--- config.mk ---
export PLATFORM = sky130hd
export DESIGN_NAME = mgmc_relax
export DESIGN_NICKNAME = d
export VERILOG_FILES = /design/src/mgmc_pkg.sv /design/src/mgmc_relax.sv
export SDC_FILE = /design/constraint.sdc
export NUM_CORES = 1
export LEC_CHECK = 0
export ABC_AREA = 1
export BUFFER_PORTS_ARGS = -buffer_cell sky130_fd_sc_hd__buf_2
export CORE_MARGIN = 5
export CORE_UTILIZATION = 55
export DETAILED_ROUTE_END_ITERATION = 10
export PLACE_DENSITY = 0.89
export SYNTH_ARGS = -nofsm -noshare
export SYNTH_HDL_FRONTEND = slang
export SYNTH_SLANG_ARGS = --single-unit
export TNS_END_PERCENT = 5
--- constraint.sdc ---
create_clock -name vclk -period 9.3
set_clock_uncertainty 0.2 [all_clocks]
set_input_delay 0.465 -clock vclk [all_inputs]
set_output_delay 0.465 -clock vclk [all_outputs]
set_load 0.03 [all_outputs]
--- src/mgmc_pkg.sv ---
// Shared types, constants and codes for the monotone grid min-congestion path block.
`timescale 1ns / 1ps
package mgmc_pkg;

  localparam int MAX_SPAN    = 32;
  localparam int GRID_STRIDE = 32;
  localparam int AXIS_W      = $clog2(GRID_STRIDE);
  localparam int CELL_DEPTH  = GRID_STRIDE * GRID_STRIDE;
  localparam int CELL_AW     = 2 * AXIS_W;
  localparam int COST_DEPTH  = 2 * GRID_STRIDE;
  localparam int COST_AW     = AXIS_W + 1;
  localparam int PATH_DEPTH  = 2 * GRID_STRIDE - 1;
  localparam int PATH_AW     = $clog2(PATH_DEPTH);
  localparam int COORD_W     = 10;
  localparam int CAP_W       = 4;
  localparam int COST_W      = 10;

  localparam logic [COST_W-1:0] COST_NONE = '1;

  localparam logic CMD_LOAD   = 1'b0;
  localparam logic CMD_SEARCH = 1'b1;

  localparam logic [2:0] REG_ORIGIN_X  = 3'd0;
  localparam logic [2:0] REG_ORIGIN_Y  = 3'd1;
  localparam logic [2:0] REG_TARGET_X  = 3'd2;
  localparam logic [2:0] REG_TARGET_Y  = 3'd3;
  localparam logic [2:0] REG_CAP_LIMIT = 3'd4;

  typedef enum logic [1:0] {
    PAR_NONE = 2'd0,
    PAR_UP   = 2'd1,
    PAR_LEFT = 2'd2,
    PAR_ROOT = 2'd3
  } par_t;

  typedef enum logic [2:0] {
    ST_IDLE,
    ST_SWEEP,
    ST_DRAIN,
    ST_TRACE_RD,
    ST_TRACE_CHK,
    ST_EMIT_RD,
    ST_EMIT_LD,
    ST_EMIT_HOLD
  } state_t;

  typedef struct packed {
    logic        command;
    logic [4:0]  cell_dx;
    logic [4:0]  cell_dy;
    logic        cell_usable;
    logic [3:0]  remaining_capacity;
  } in_item_t;

  typedef struct packed {
    logic        found;
    logic [9:0]  path_x;
    logic [9:0]  path_y;
    logic        last;
  } out_item_t;

  typedef struct packed {
    logic              is_origin;
    logic              is_target;
    logic              usable;
    logic [CAP_W-1:0]  capacity;
    logic [CAP_W-1:0]  limit;
    logic [COST_W-1:0] up_cost;
    logic [COST_W-1:0] left_cost;
    logic              prefer_up;
  } relax_in_t;

  typedef struct packed {
    logic [COST_W-1:0] cost;
    par_t              parent;
  } relax_out_t;

endpackage

--- src/mgmc_relax.sv ---
// Cell relaxation: penalty, neighbor choice with tie rule, new cost and parent code.
`timescale 1ns / 1ps
module mgmc_relax (
  input  mgmc_pkg::relax_in_t  relax_in,
  output mgmc_pkg::relax_out_t relax_out
);
  import mgmc_pkg::*;

  logic              up_ok;
  logic              left_ok;
  logic              choose_up;
  logic [CAP_W-1:0]  pen;
  logic [COST_W-1:0] base;

  always_comb begin
    up_ok     = (relax_in.up_cost != COST_NONE);
    left_ok   = (relax_in.left_cost != COST_NONE);
    pen       = (relax_in.capacity < relax_in.limit) ? relax_in.limit - relax_in.capacity
                                                     : '0;
    choose_up = up_ok && (!left_ok || (relax_in.up_cost < relax_in.left_cost) ||
                ((relax_in.up_cost == relax_in.left_cost) && relax_in.prefer_up));
    base      = choose_up ? relax_in.up_cost : relax_in.left_cost;

    if (relax_in.is_origin) begin
      relax_out.cost   = '0;
      relax_out.parent = PAR_ROOT;
    end else if ((!relax_in.is_target && !relax_in.usable) || (!up_ok && !left_ok)) begin
      relax_out.cost   = COST_NONE;
      relax_out.parent = PAR_NONE;
    end else begin
      relax_out.cost   = base + COST_W'(pen);
      relax_out.parent = choose_up ? PAR_UP : PAR_LEFT;
    end
  end

endmodule

==> results.yml <==
critical_path:
  critPathBufInv: 5
  cp_slowest_cell: "fa_1"
  cp.arrival_ns: 3.41
  cp_common_cell: "inv_1"
  crit_fanout: 17
  crit_path_start_kind: "primary input"
  critical-path-top-delay-family: "simple AND/OR/NAND/NOR gates"
  cp.required_ns: 8.64
  end_kind: "output pin"
  crit_path_cell_trace: "buf_2 > inv_1 > ha_1 > nand2_2 > inv_1 > a21oi_1 > nand3_2 > nand2_4 > nand2_4 > o21ai_0 > ha_1 > inv_1 > fa_1 > o21ai_0 > nand3_1 > nor2_2 > nand3_1 > nand2_1 > nor2_1 > nor2_1 > buf_2"
  critPathMaxStageDelay_ns: 0.39
  worstSetupPathType: "primary input to output pin"
route:
  drtAntennaViolNets: 0
  wl_per_cell_um: 9.36
  firstDrtPassIters: 4
  avgViaCountPerCell: 4.65
  routed_wl_mm: 2.45
  vias: 1219
  drc: 0
  drtIter0Drc: 20
floorplan:
  die_w_um: 54.4
  die_h_um: 54.4
  die_area_um2: 2960
  rows: 16
  initial_core_util: 0.565
  io_pins: 44
  core-area_um2: 1920
global_routing:
  antenna_found_initial: 0
  grt_pass1_wl_mm: 4.15
  grt_usage: 0.178
  overflow: 0
  grt_pass1_vias: 1056
  grt_max_degree: 18
cells_and_area:
  final_cells: 262
  final_area_um2: 1330
  nets: 289
  layout-drive-gt1-share: 0.277
  utilization: 0.693
  regArea_um2: 0
  num_antenna_cells: 0
  syn2layout_area_growth_pct: 22.7
  design.seq.count: 0
  n_clock_buffer: 0
  fillCellCount: 199
yosys:
  yosys.area.top_type: "ha_1"
  syn_area_um2: 1090
  syn_inst: 192
  seq_area_frac_synth: 0
  ys_top_cells_by_area: "ha_1, nand2_1, inv_1"
  synth_cell_types: 26
  synth_top_area_frac: 0.207
  synth_area_per_cell_um2: 5.66
  synth_most_common_cell: "nand2_1"
  synth_warnings: 0
  synthTopCellsByCount: "nand2_1, inv_1, ha_1"
  synth_nets: 244
place:
  gp_congestion: 0.868
  pre_cts_slack_ns: 5.22
  dpl.hpwl_mm: 2.27
  place_area_um2: 1330
  place_inst: 262
  port_buffers: 44
power_and_ir_drop:
  net-switching-power_uw: 64.2
  clockPowerShare: 0
  ir_drop_mv: 0.0393
  power_density_nw_per_um2: 76.3
  power_uw: 102
  combPwrFrac: 1.000
  p_int_uw: 37.5
  p_seq_frac: 0
  swShare: 0.632
  p_leak_nw: 0.850
clock_network:
  postCtsSetupBuffers: 0
  ctsResizeCount: 0
  ctsHoldBuffers: 0
status:
  status: "finished, final reports clean"
timing:
  rsz0062_at_grt: "no"
  worst_slew_pin_slew_ns: 0.330
  fin_ws_ns: 5.22
  fin_crit_sh: 0.438
  setup_violations: 0
  max_slew_margin: 0.780
  hold_viol_final: 0
  setup_tns_ns: 0
  slew_violations: 0
  max_freq_mhz: 245
  hold_ws_ns: 1.03
  min_period_ns: 4.08
job:
  maxCapViolCount: 0
min_path:
  holdCritPathClass: "primary input to output pin"
==> cell families (layout without fill, tap and decap cells) <==
family          after synthesis  in the layout  synth area share
compound gates               29             29             0.149
xor+xnor                      3              3            0.0242
fa+ha+maj                    20             20             0.244
buf+inv                      45             88             0.159
simple gates                 95             95             0.424
==> cells in the final DEF (no fill, tap or decap), types with 2 or more instances in the layout <==
master    instances
ha_1             18
fa_1              2
o21ai_2           3
nand3_1          12
nand3b_1          2
buf_2            44
a21oi_1          11
nor2_4            2
inv_1            41
nand3_2           2
inv_2             2
nand2_2           6
xnor2_1           2
nor2_1           16
nand2_1          48
o21ai_0          12
nand2_4           3
==> power groups by stage <==
stage | clock (mW) | combinational [mW] | sequential [mW]
4_1_cts | 0 | 0.103 | 0
6_report | 0 | 0.102 | 0
3_3_place_gp | 0 | 0.100 | 0
2_1_floorplan | 0 | 0.0770 | 0
5_1_grt | 0 | 0.116 | 0
3_5_place_dp | 0 | 0.102 | 0
==> worst min-delay path, stage by stage <==
cell	delay, ns
buf_2	0.10
nor2_1	0.04
buf_2	0.16
==> metal layers <==
metal  vias up  global-route usage  wire (um)
met5         -                   0          0
met4         0              0.0124         10
met3         2              0.0109        108
met2        25               0.343       1250
met1       502               0.222       1080
li1        690                   -          -
==> area by class of cell <==
class | count | area (um2) | area share
timing repair buffer | 44 | 220 | 0.165
multi-input combinational | 147 | 913 | 0.685
inverter | 44 | 165 | 0.124
tap | 27 | 33.8 | 0.0254
==> worst paths after layout <==
kind    startpoint             to  slack [ns]  cells past startpoint
min   relax_in[31]  relax_out[11]        1.03                      3
max   relax_in[10]  relax_out[10]        5.22                     21
Power figures use the tool's default switching activity.
